File: src/sv/lgs_pkg.sv
`timescale 1ns / 1ps

package lgs_pkg;

    localparam int COORD_W = 6;
    localparam int GEN_W   = 16;

    localparam logic [1:0] FUNC_WRITE = 2'd0;
    localparam logic [1:0] FUNC_STEP  = 2'd1;
    localparam logic [1:0] FUNC_READ  = 2'd2;

    // neighbour counts for B3/S23
    localparam logic [3:0] NB_BIRTH = 4'd3;
    localparam logic [3:0] NB_KEEP  = 4'd2;

    typedef struct packed {
        logic cap;       // capture command, clear sweep state
        logic rmw_rd;    // read cell row from current bank
        logic rmw_wr;    // write modified cell row back
        logic sw_run;    // advance the sweep by one row
        logic sw_end;    // swap banks, count generation
        logic out_load;  // load result registers
    } lgs_cmd_t;

    typedef struct packed {
        logic [1:0] func;
        logic       on_grid;
        logic       sweep_done;
    } lgs_sts_t;

endpackage

File: src/sv/lgs_ctrl.sv
`timescale 1ns / 1ps

module lgs_ctrl
    import lgs_pkg::*;
(
    input  logic     clk,
    input  logic     rst_n,
    input  logic     in_valid,
    output logic     in_ready,
    output logic     out_valid,
    input  logic     out_ready,
    input  lgs_sts_t sts,
    output lgs_cmd_t cmd
);

    localparam logic [2:0] S_IDLE  = 3'd0;
    localparam logic [2:0] S_DEC   = 3'd1;
    localparam logic [2:0] S_WR    = 3'd2;
    localparam logic [2:0] S_SWEEP = 3'd3;
    localparam logic [2:0] S_END   = 3'd4;
    localparam logic [2:0] S_FIN   = 3'd5;

    logic [2:0] state_reg, state_next;
    logic       out_valid_reg, out_valid_next;
    logic       slot_free;

    assign slot_free = !out_valid_reg || out_ready;
    assign in_ready  = (state_reg == S_IDLE);
    assign out_valid = out_valid_reg;

    always_comb
    begin
        state_next     = state_reg;
        cmd            = '0;
        out_valid_next = out_valid_reg && !out_ready;
        case (state_reg)
            S_IDLE:
            begin
                if (in_valid)
                begin
                    cmd.cap    = 1'b1;
                    state_next = S_DEC;
                end
            end
            S_DEC:
            begin
                if (sts.func == FUNC_STEP)
                begin
                    state_next = S_SWEEP;
                end
                else if (sts.func == FUNC_WRITE && sts.on_grid)
                begin
                    cmd.rmw_rd = 1'b1;
                    state_next = S_WR;
                end
                else if (sts.func == FUNC_READ && sts.on_grid)
                begin
                    cmd.rmw_rd = 1'b1;
                    state_next = S_FIN;
                end
                else
                begin
                    state_next = S_FIN;
                end
            end
            S_WR:
            begin
                cmd.rmw_wr = 1'b1;
                state_next = S_FIN;
            end
            S_SWEEP:
            begin
                cmd.sw_run = 1'b1;
                if (sts.sweep_done)
                begin
                    state_next = S_END;
                end
            end
            S_END:
            begin
                cmd.sw_end = 1'b1;
                state_next = S_FIN;
            end
            S_FIN:
            begin
                if (slot_free)
                begin
                    cmd.out_load   = 1'b1;
                    out_valid_next = 1'b1;
                    state_next     = S_IDLE;
                end
            end
            default:
            begin
                state_next = S_IDLE;
            end
        endcase
    end

    always_ff @(posedge clk or negedge rst_n)
    begin
        if (!rst_n)
        begin
            state_reg     <= S_IDLE;
            out_valid_reg <= 1'b0;
        end
        else
        begin
            state_reg     <= state_next;
            out_valid_reg <= out_valid_next;
        end
    end

endmodule

File: config.mk
export PLATFORM = sky130hd
export DESIGN_NAME = lgs_ctrl
export DESIGN_NICKNAME = d
export VERILOG_FILES = /design/src/sv/lgs_pkg.sv /design/src/sv/lgs_ctrl.sv
export SDC_FILE = /design/constraint.sdc
export NUM_CORES = 1
export LEC_CHECK = 0
export BUFFER_PORTS_ARGS = -buffer_cell sky130_fd_sc_hd__buf_4
export CAP_MARGIN = 20
export CORE_AREA = 2 2 39 41
export DETAILED_ROUTE_END_ITERATION = 6
export DIE_AREA = 0 0 41 43
export PLACE_DENSITY = 0.57
export SETUP_SLACK_MARGIN = 0.05
export SLEW_MARGIN = 10
export SYNTH_ARGS = -nofsm -noshare
export SYNTH_HDL_FRONTEND = slang
export SYNTH_SLANG_ARGS = --single-unit
File: constraint.sdc
create_clock -name clk -period 1.1 [get_ports clk]
set_input_delay 0.11 -clock clk [delete_from_list [all_inputs] [get_ports clk]]
set_output_delay 0.11 -clock clk [all_outputs]
set_load 0.02 [all_outputs]
## Word-level counts from Yosys, hierarchy flattened

Cells that the tools add are included.

- Bits in registers: 4
- Bits of input ports: 8

- Reductions and logical operators: 10
- Multiplexer cells: 19
- Equal/unequal tests: 10

Operator list:

| operator | count |
|---|---|
| 3-bit 2-to-1 mux | 5 |
| 3-bit one-hot mux with 5 select lines | 1 |
| 1-bit 2-to-1 mux | 13 |
| 3-bit by 2-bit equality test with 1-bit output, second input constant | 2 |
| 3-bit equality test, second input constant | 2 |
| 2-bit != test, second input constant | 3 |
| 3-bit by 1-bit equality test with 1-bit output, second input constant | 1 |
| 1-bit logical AND | 3 |
| 3-bit logical NOT | 1 |
| 3-bit AND reduction | 1 |
| 2-bit by 1-bit equality test with 1-bit output, second input constant | 1 |
| 2-bit equality test, second input constant | 1 |
| 1-bit logical NOT | 2 |
| 2-bit logical NOT | 1 |
| 2-bit OR reduction | 1 |
| 1-bit logical OR | 1 |

## Depth between registers and ports, before layout

Gate-level depths: netlist of the first run.

- Depth after elaboration: 6
- Mapped depth: 4

## Worst setup path after synthesis of the first run

No wires, ideal clock.

- Kind: register to output
- From: register state_reg[1]
- To: output cmd[5] in the netlist's numbering
- Arrival time: 1,389 ps
- Data required time: 990 ps
- Buffers on the path: 1
- Slack: -399 ps
- Cell stages (with the launch flop): 4
- Cells stage by stage: dfrtp_1 buf_4 nor3_1 and2_1

RTL lines:

| element | RTL line | source |
|---|---|---|
| from (decl) | lgs_ctrl.sv:23 | `logic [2:0] state_reg, state_next;` |
| from (signal assigned) | lgs_ctrl.sv:109 | `state_reg <= state_next;` |
| to (decl) | lgs_ctrl.sv:13 | `output lgs_cmd_t cmd` |

==> results of run 1 <==
[kinds of logic (layout without fill, tap and decap cells)]
group	count (synthesis)	in the layout	share of synthesized area [%]
simple gates	21	21	44.8
flops	4	4	32.0
buf+inv	4	33	8.40
compound gates	7	7	14.8
[layer usage]
layer	part of all wire, %	global-route usage, %	routed length [µm]	vias to the layer above
met5	0	0	0	-
met4	0	10.0	0	0
met3	8.7	5.76	75	0
met2	51	16.6	440	14
met1	40	12.5	344	160
li1	-	-	-	187
[power groups by stage]
stage / logic [mW] / clock network [mW] / registers (mW)
floorplan: 0.628 / 0 / 0.294
detailed placement: 0.929 / 0 / 0.302
global placement: 0.935 / 0 / 0.302
finish: 1.24 / 0.202 / 0.305
CTS: 1.09 / 0.212 / 0.291
global route: 1.33 / 0.225 / 0.316
[per-stage QoR]
step	worst slack [ns]	std cells	setup TNS [ns]	utilization (%)	total power, mW
finish	-0.260	81	-1.54	45.8	1.75
global route	-0.317	81	-1.95	45.8	1.87
CTS	-0.265	78	-1.62	42.0	1.60
detailed placement	-0.0510	70	-0.113	36.3	1.23
global placement	-0.0884	70	-0.169	36.3	1.24
floorplan	-0.00938	36	-0.00938	-	0.922
[layout by cell type (no fill, tap or decap)]
cell type and n:
or3_1 1, nor3b_1 2, a21oi_1 1, and2_4 1
buf_4 18, nor2_4 1, and3_1 1, nand2b_4 1
nor3_4 1, nor4bb_1 1, clkbuf_4 3, nor2_1 1
nor2_2 2, nor4b_4 1, inv_4 2, buf_6 8
and3_4 1, dfrtp_2 3, o21ai_0 1, dfrtp_1 1
nand4b_1 1, clkbuf_1 1, a211oi_1 1, or2b_1 3
nand2_1 2, o211ai_1 1, or2_1 1, a211oi_2 1
dlygate4sd3_1 1, o21ai_1 1, o22a_1 1
[path summary, 6_finish.rpt]
| kind | slack (ns) | startpoint | end | cells past startpoint |
|---|---|---|---|---|
| worst max-delay path | -0.26 | state_reg[2] | cmd[4] | 3 |
| worst min-delay path | 0.14 | sts[3] | state_reg[1] | 4 |
| worst max register to register | -0.15 | state_reg[2] | state_reg[0] | 4 |
| worst min register to register | 0.68 | state_reg[2] | state_reg[2] | 2 |
| max in group asynchronous | 0.77 | rst_n | state_reg[0] | 2 |
| min in group asynchronous | 0.22 | rst_n | out_valid | 2 |
[layout make-up]
type                       instances  area [µm²]  area share, %
inverter                           2        12.5           1.98
timing repair buffer              27         235           37.2
clock buffer                       4        26.3           4.15
tap                               16        20.0           3.16
multi-input combinational         28         235           37.2
sequential                         4         104           16.4
[what timing repair did]
| item | 4_1_cts | 5_1_grt |
|---|---|---|
| setup endpoints to repair | 9 | 10 |
| gates cloned | 0 | 0 |
| resized for setup | 8 | 9 |
| hold endpoints to repair | 4 | 0 |
| buffers inserted | 3 | 3 |
| pin swaps | 2 | 4 |
| hold buffers | 1 | 0 |
[worst register-to-register path, cell delays in order (launching register included)]
cell and delay [ns]:
dfrtp_2 0.43, nand2b_4 0.17, buf_4 0.14, or3_1 0.34, nand4b_1 0.10
==> results.py, run 1 <==
metrics = {
    "route": {
        "wirelength_um": 861,
        "post-route-drc-count": 0,
        "route.vias.total": 361,
        "drt-initial-drc-count": 10,
        "detailedRoute.firstPassIterationCount": 4,
        "viasPerCell": 4.46,
        "drt.antenna.violating_nets": 0,
        "wl_per_cell_um": 10.6,
    },
    "sta": {
        "worst_slew_margin_relative_to_its_limit_pct": 86.6,
        "slew_viol_final": 0,
        "maxClockFrequency_ghz": 0.735,
        "worstMarginPinSlew_ns": 0.198,
        "unrepaired_setup_endpoints_after_global_routing": "yes",
        "finalHoldViolCount": 0,
        "whs_ns": 0.138,
        "timing.final.setup_violations": 8,
        "final.setup.worst_slack_ns": -0.260,
        "finalClockSkew_ns": 0.00149,
        "period_minus_slack_ns": 1.36,
        "timing.final.crit_share_pct": 124,
    },
    "yosys": {
        "ys_async_sr_fraction_pct": 100,
        "avgSynthCellArea_um2": 8.69,
        "synth_nets": 44,
        "yosys.cell_count.top_type": "dfrtp_1",
        "synth-main-ff-cell": "dfrtp_1",
        "synth_area_leader_cell": "dfrtp_1",
        "synth_sequential_area_ratio_pct": 32.0,
        "synth_top_cell_area_share_pct": 32.0,
        "count_of_flip_flops_with_a_built_in_enable_after_synthesis": 0,
        "ys_types": 23,
        "ys_ff_latch": 4,
        "synth_area_leaders": "dfrtp_1, or2b_1, a211oi_1",
        "synth_warnings": 0,
        "post_synth_inst_count": 36,
        "mappedNetlistArea_um2": 313,
        "synth_commonest_cells": "dfrtp_1, nor2_1, or2b_1",
    },
    "setup_path": {
        "cp_max_fo": 6,
        "cp.buffers_inverters": 1,
        "worstSetupStartpointType": "flop",
        "critical_path_cell_by_cell": "nand2b_4, nor4b_4, buf_4",
        "cp.required_ns": 0.99,
        "worst_path_largest_cell_delay_ns": 0.43,
        "cpLargestDelayFamily": "flip-flops",
        "critPathCaptureType": "primary output",
        "crit_path_top_delay_cell": "dfrtp_2",
        "setup.worst_path.class": "flop to primary output",
        "timing.critical_path.arrival_ns": 1.25,
    },
    "place": {
        "place.gp.congestion": 0.678,
        "hpwl_after_detailed_placement_um": 630,
        "placed_cell_area_um2": 503,
        "buffer_ports.inserted": 15,
    },
    "global_route": {
        "grt_pass1_wl_um": 1350,
        "vias_in_the_first_global_route": 347,
        "globalRouteTotalUtil_pct": 11.8,
        "pin_count_of_the_biggest_net_entering_global_routing": 8,
        "antenna_violations_before_repair": 0,
        "grt_overflow": 0,
    },
    "cells_and_area": {
        "final_cell_area_um2": 633,
        "largest_reg_flops": 3,
        "fillers": 140,
        "antenna_diode_count": 0,
        "areaGrowthSynthToFinish_pct": 102,
        "num-nets-final": 74,
        "drive_above_1_share_pct": 66.2,
    },
    "min_path": {
        "worst_hold_check_path_type": "primary input to flop",
    },
    "power_and_ir_drop": {
        "p_per_area_mw_per_mm2": 2760,
        "share_clk_of_total_power_pct": 11.6,
        "switching_part_of_the_total_power_pct": 40.3,
        "power_share_of_the_combinational_group_pct": 71.0,
        "leakagePower_nw": 0.288,
        "seq_power_share_pct": 17.4,
        "net-switching-power_mw": 0.705,
        "power.internal_mw": 1.04,
        "worst_ir_drop_vdd_uv": 882,
    },
    "clock_network": {
        "tritoncts": "done",
        "cts_inserted_buffers": 3,
        "cts_htree_levels": 1,
        "max-clock-path-buffers": 2,
        "cts_root_buf": "clkbuf_4",
        "clock_insertion_delay_worst_skew_ns": 0.23,
        "cts_sinks": 4,
        "cts.reportedPaths.clkPinSlew_ns": 0.04,
    },
    "floorplan": {
        "floorplan.die.height_um": 43,
        "i_o_pin_count": 16,
        "floorplan.core_area_mm2": 0.00138,
        "initial_utilization_pct": 22.6,
        "placement_rows": 14,
        "die-area_mm2": 0.00176,
        "die_width_um": 41,
    },
    "outcome": {
        "violated_checks": "setup timing",
        "status": "finished with violations",
    },
    "run": {
        "number_of_max_cap_violations": 0,
    },
}
Note: power is estimated with default switching activity, not from simulation.
==> run 2, diff against run 1 <==
--- a/config.mk
+++ b/config.mk
@@ -13,5 +13,5 @@
 export PLACE_DENSITY = 0.57
 export SETUP_SLACK_MARGIN = 0.05
-export SLEW_MARGIN = 10
+export SLEW_MARGIN = 30
 export SYNTH_ARGS = -nofsm -noshare
 export SYNTH_HDL_FRONTEND = slang
==> constraint.sdc (replaced) <==
create_clock -name clk -period 1.1 [get_ports clk]
set_input_delay 0.11 -clock clk [delete_from_list [all_inputs] [get_ports clk]]
set_output_delay 0.11 -clock clk [all_outputs]
set_load 0.05 [all_outputs]
==> run 2 against run 1 <==
Compared with the run above: the flow still finishes with violations (setup timing); clock power increased by 3%; sequential power is 6.9% higher; first-iteration DRC count is 100% lower; clock-buffer cell count stayed put; final cell count stayed put; sequential cell count unchanged.
==> results.py, run 2 (synthesis results as in run 1) <==
metrics = {
    "place": {
        "placedCellCount": 71,
        "buffer_ports.inserted": 15,
        "place.gp.congestion": 0.701,
        "placed_cell_area_um2": 507,
        "hpwl_after_detailed_placement_um": 662,
    },
    "cells_and_area": {
        "non_filler_cells_in_the_finished_layout": 81,
        "final_cell_area_um2": 691,
        "largest_reg_flops": 3,
        "antenna_diode_count": 0,
        "drive_above_1_share_pct": 67.7,
        "num-nets-final": 74,
        "mostFrequentLayoutCells": "buf_4, buf_6, buf_8",
        "area_taken_by_multi_input_logic_gates_um2": 239,
        "final_common_cell": "buf_4",
        "sequential_cell_area_um2": 104,
        "fillers": 148,
        "areaGrowthSynthToFinish_pct": 121,
    },
    "setup_path": {
        "crit_path_top_delay_cell": "dfrtp_1",
        "setup.worst_path.start": "state_reg[2]",
        "cp_max_fo": 5,
        "critical_path_cell_by_cell": "buf_6, nor3_4, and2_4, buf_8",
        "timing.critical_path.arrival_ns": 1.28,
        "r2r_slack_ns": -0.14,
        "setup.worst_path.class": "flop to primary output",
        "r2r_start": "state_reg[2]",
        "cp.required_ns": 0.99,
        "worst_path_largest_cell_delay_ns": 0.41,
        "worstSetupStartpointType": "flop",
        "critPathCaptureType": "primary output",
    },
    "clock_network": {
        "tritoncts": "done",
        "clock_insertion_delay_worst_skew_ns": 0.24,
        "cts_htree_levels": 1,
        "cts_root_buf": "clkbuf_4",
        "max-clock-path-buffers": 2,
        "cts_inserted_buffers": 3,
        "cts_sinks": 4,
        "cts.reportedPaths.clkPinSlew_ns": 0.04,
    },
    "floorplan": {
        "i_o_pin_count": 16,
        "initial_utilization_pct": 22.6,
        "floorplan.die.height_um": 43,
        "placement_rows": 14,
        "floorplan.core_area_mm2": 0.00138,
        "die-area_mm2": 0.00176,
        "die_width_um": 41,
    },
    "sta": {
        "unrepaired_setup_endpoints_after_global_routing": "yes",
        "worst_slew_margin_relative_to_its_limit_pct": 86.1,
        "final.setup.worst_slack_ns": -0.286,
        "timing.final.setup_violations": 9,
        "slew_viol_final": 0,
        "timing.final.crit_share_pct": 126,
        "maxClockFrequency_ghz": 0.722,
        "setup_tns_ns": -2.09,
        "period_minus_slack_ns": 1.39,
        "whs_ns": 0.157,
        "finalHoldViolCount": 0,
        "finalClockSkew_ns": 0.00327,
        "worstMarginPinSlew_ns": 0.206,
    },
    "power_and_ir_drop": {
        "p_per_area_mw_per_mm2": 3070,
        "leakagePower_nw": 0.304,
        "worst_ir_drop_vdd_uv": 1340,
        "p_total_mw": 2.12,
    },
    "global_route": {
        "globalRouteTotalUtil_pct": 13.1,
        "vias_in_the_first_global_route": 345,
        "antenna_violations_before_repair": 0,
        "pin_count_of_the_biggest_net_entering_global_routing": 7,
        "grt_pass1_wl_um": 1500,
        "grt_overflow": 0,
    },
    "outcome": {
        "violated_checks": "setup timing",
        "status": "finished with violations",
    },
    "min_path": {
        "hp-start": "sts[3]",
        "worst_hold_check_path_type": "primary input to flop",
    },
    "route": {
        "wl_per_cell_um": 11.4,
        "drt-initial-drc-count": 0,
        "detailedRoute.firstPassIterationCount": 1,
        "wirelength_um": 922,
        "drt.antenna.violating_nets": 0,
        "route.vias.total": 364,
        "viasPerCell": 4.49,
        "post-route-drc-count": 0,
    },
    "run": {
        "number_of_max_cap_violations": 0,
    },
}
run 2: final cells by class:
| type | instances | share of cell area, % |
|---|---|---|
| clock buffer | 4 | 3.80 |
| inverter | 2 | 2.90 |
| multi-input combinational | 28 | 34.6 |
| sequential | 4 | 15.0 |
| tap | 16 | 2.90 |
| timing repair buffer | 27 | 40.8 |
run 2: worst paths after layout:
kind,endpoint,cells after the start
max,cmd[5],4
min,state_reg[1],4
max reg2reg,state_reg[0],4
min reg2reg,state_reg[2],2
max in group asynchronous,out_valid,2
min in group asynchronous,state_reg[0],2
run 2: stage by stage:
stage / utilization (%) / setup WS, ns
2_1_floorplan: - / -0.308
3_5_place_dp: 36.6 / -0.0874
5_1_grt: 49.9 / -0.349
6_report: 49.9 / -0.286
4_1_cts: 43.8 / -0.295
3_3_place_gp: 36.6 / -0.0920
run 2: critical path: cells and delay by family (launching register included):
| kind | cells | cell delay, ns |
|---|---|---|
| AND/OR/NAND/NOR | 2 | 0.34 |
| flip-flops | 1 | 0.41 |
| buffers and inverters | 2 | 0.28 |
run 2: power breakdown:
group,total (mW),switching [mW],internal [mW]
registers,0.326,0.104,0.223
logic,1.59,0.796,0.793
clock network,0.208,0.0712,0.137
total,2.12,0.970,1.15
run 2: layer usage:
| layer | share of wire (%) | GRT usage (%) | routed length [µm] |
|---|---|---|---|
| met5 | 0 | 0 | 0 |
| met1 | 42 | 16.6 | 388 |
| met4 | 1.7 | 10.0 | 16 |
| met3 | 4.8 | 2.09 | 44 |
| met2 | 51 | 18.8 | 472 |
run 2: what timing repair did:
item                                   in CTS  in global routing
buffers inserted                            1                  4
endpoints found under the hold margin       4                  0
pin swaps                                   2                  3
hold buffers                                1                  0
gates resized for setup                    17                 13
setup endpoints to repair                  10                 10
cloned                                      0                  0
==> run 3, diff against run 2 <==
- PLACE_DENSITY: 0.57 -> 0.48
- SKIP_LAST_GASP: unset -> 1
==> run 3 against run 2 <==
Compared with the run above: the run still ends with setup timing left; clock-buffer cell count did not move; setup slack improved by 0.0042 ns; maximum frequency rose by 0.30%; first-iteration DRC count rose by 4; sequential cell count did not move; clock skew rose by 0.0040 ns; sequential power rose by 5%; core utilization fell by 0.27 points; routed wire length rose by 4.6%; critical endpoint unchanged.
==> results.py, run 3 (synthesis results as in run 1) <==
metrics = {
    "setup_path": {
        "worst_path_largest_cell_delay_ns": 0.43,
        "cp.required_ns": 0.99,
        "r2r_start": "state_reg[2]",
        "r2r_slack_ns": -0.17,
        "worstSetupStartpointType": "flop",
        "setup.worst_path.class": "flop to primary output",
        "critPathCaptureType": "primary output",
        "r2r-end": "state_reg[0]",
        "timing.critical_path.arrival_ns": 1.27,
        "cp_max_fo": 5,
        "critical_path_cell_by_cell": "buf_6, nor3_4, and2_4, buf_8",
        "worst-r2r-cell-count": 4,
        "crit_path_top_delay_cell": "dfrtp_2",
    },
    "sta": {
        "maxClockFrequency_ghz": 0.724,
        "worstMarginPinSlew_ns": 0.217,
        "slew_viol_final": 0,
        "unrepaired_setup_endpoints_after_global_routing": "yes",
        "finalClockSkew_ns": 0.00723,
        "timing.final.setup_violations": 9,
        "setup_tns_ns": -1.96,
        "final.setup.worst_slack_ns": -0.282,
        "period_minus_slack_ns": 1.38,
        "whs_ns": 0.152,
        "timing.final.crit_share_pct": 126,
        "worst_slew_margin_relative_to_its_limit_pct": 85.4,
        "finalHoldViolCount": 0,
    },
    "clock_network": {
        "cts_inserted_buffers": 3,
        "cts_htree_levels": 1,
        "cts_root_buf": "clkbuf_4",
        "clock_insertion_delay_worst_skew_ns": 0.24,
        "max-clock-path-buffers": 2,
        "cts_sinks": 4,
        "tritoncts": "done",
        "cts.reportedPaths.clkPinSlew_ns": 0.04,
    },
    "cells_and_area": {
        "final_core_utilization_pct": 49.6,
        "mostFrequentLayoutCells": "buf_4, buf_6, dfrtp_2",
        "num-nets-final": 74,
        "final_cell_area_um2": 687,
        "sequential_cell_area_um2": 105,
        "non_filler_cells_in_the_finished_layout": 81,
        "areaGrowthSynthToFinish_pct": 120,
        "largest_reg_flops": 3,
        "drive_above_1_share_pct": 70.8,
        "antenna_diode_count": 0,
        "area_taken_by_multi_input_logic_gates_um2": 250,
        "fillers": 137,
        "final_common_cell": "buf_4",
    },
    "route": {
        "post-route-drc-count": 0,
        "drt.antenna.violating_nets": 0,
        "viasPerCell": 4.48,
        "detailedRoute.firstPassIterationCount": 4,
        "route.vias.total": 363,
        "drt-initial-drc-count": 4,
        "wl_per_cell_um": 11.9,
        "wirelength_um": 964,
    },
    "global_route": {
        "pin_count_of_the_biggest_net_entering_global_routing": 10,
        "grt_overflow": 0,
        "globalRouteTotalUtil_pct": 12.8,
        "antenna_violations_before_repair": 0,
        "grt_pass1_wl_um": 1570,
        "vias_in_the_first_global_route": 401,
    },
    "place": {
        "post-place-ws_ns": -0.138,
        "placedCellCount": 69,
        "place.gp.congestion": 0.708,
        "hpwl_after_detailed_placement_um": 637,
        "placed_cell_area_um2": 504,
        "buffer_ports.inserted": 15,
    },
    "floorplan": {
        "floorplan.core_area_mm2": 0.00138,
        "i_o_pin_count": 16,
        "floorplan.die.height_um": 43,
        "initial_utilization_pct": 22.6,
        "die-area_mm2": 0.00176,
        "placement_rows": 14,
        "die_width_um": 41,
    },
    "min_path": {
        "min_path_cells": 4,
        "hp-start": "sts[3]",
        "worst_hold_check_path_type": "primary input to flop",
        "holdPathEnd": "state_reg[1]",
    },
    "run": {
        "number_of_max_cap_violations": 0,
    },
    "power_and_ir_drop": {
        "p_total_mw": 2.09,
        "worst_ir_drop_vdd_uv": 1220,
        "leakagePower_nw": 0.302,
        "p_per_area_mw_per_mm2": 3040,
    },
    "outcome": {
        "violated_checks": "setup timing",
        "status": "finished with violations",
    },
}
-- run 3: cell count changes in the layout (fill, tap and decap cells not counted), sizes merged --
cell	delta
clkinv	-1
inv	+1
-- run 3: worst max path at each step --
| stage | from | end | slack, ns | cells past startpoint |
|---|---|---|---|---|
| floorplan | state_reg[0] | cmd[5] | -0.31 | 3 |
| global placement | state_reg[0] | cmd[4] | -0.14 | 3 |
| detailed placement | state_reg[0] | cmd[4] | -0.14 | 3 |
| CTS | state_reg[1] | cmd[5] | -0.29 | 4 |
| global route | state_reg[2] | cmd[5] | -0.33 | 4 |
| finish | state_reg[2] | cmd[5] | -0.28 | 4 |
-- run 3: what timing repair did --
action,in CTS,in global routing
pin swaps,7,7
resized for setup,20,8
hold buffers,1,0
gates cloned,1,0
endpoints found under the setup margin,11,10
endpoints found under the hold margin,4,0
buffers inserted,6,1
-- run 3: layout make-up --
| class | instances | share of cell area, % |
|---|---|---|
| repair buffers | 27 | 40.4 |
| multi-input cells | 28 | 36.4 |
| flip-flops and latches | 4 | 15.3 |
| clock buffers | 4 | 3.83 |
| well taps | 16 | 2.91 |
| inverters | 2 | 1.09 |
-- run 3: critical path: cells and delay by family (launching register included) --
| family | cells | cell delay (ns) |
|---|---|---|
| AND/OR/NAND/NOR | 2 | 0.35 |
| buffers and inverters | 2 | 0.27 |
| flip-flops | 1 | 0.43 |
-- run 3: power by group --
part / total [mW] / switching (mW) / internal, mW
clock network: 0.202 / 0.0653 / 0.136
logic: 1.55 / 0.763 / 0.782
registers: 0.343 / 0.118 / 0.226
-- run 3: per-layer routing --
metal,vias to the layer above,global-route usage (%),routed length (µm)
li1,187,-,-
met1,164,15.7,402
met2,12,20.0,524
met3,0,3.14,36
met4,0,6.00,0
met5,-,0,0
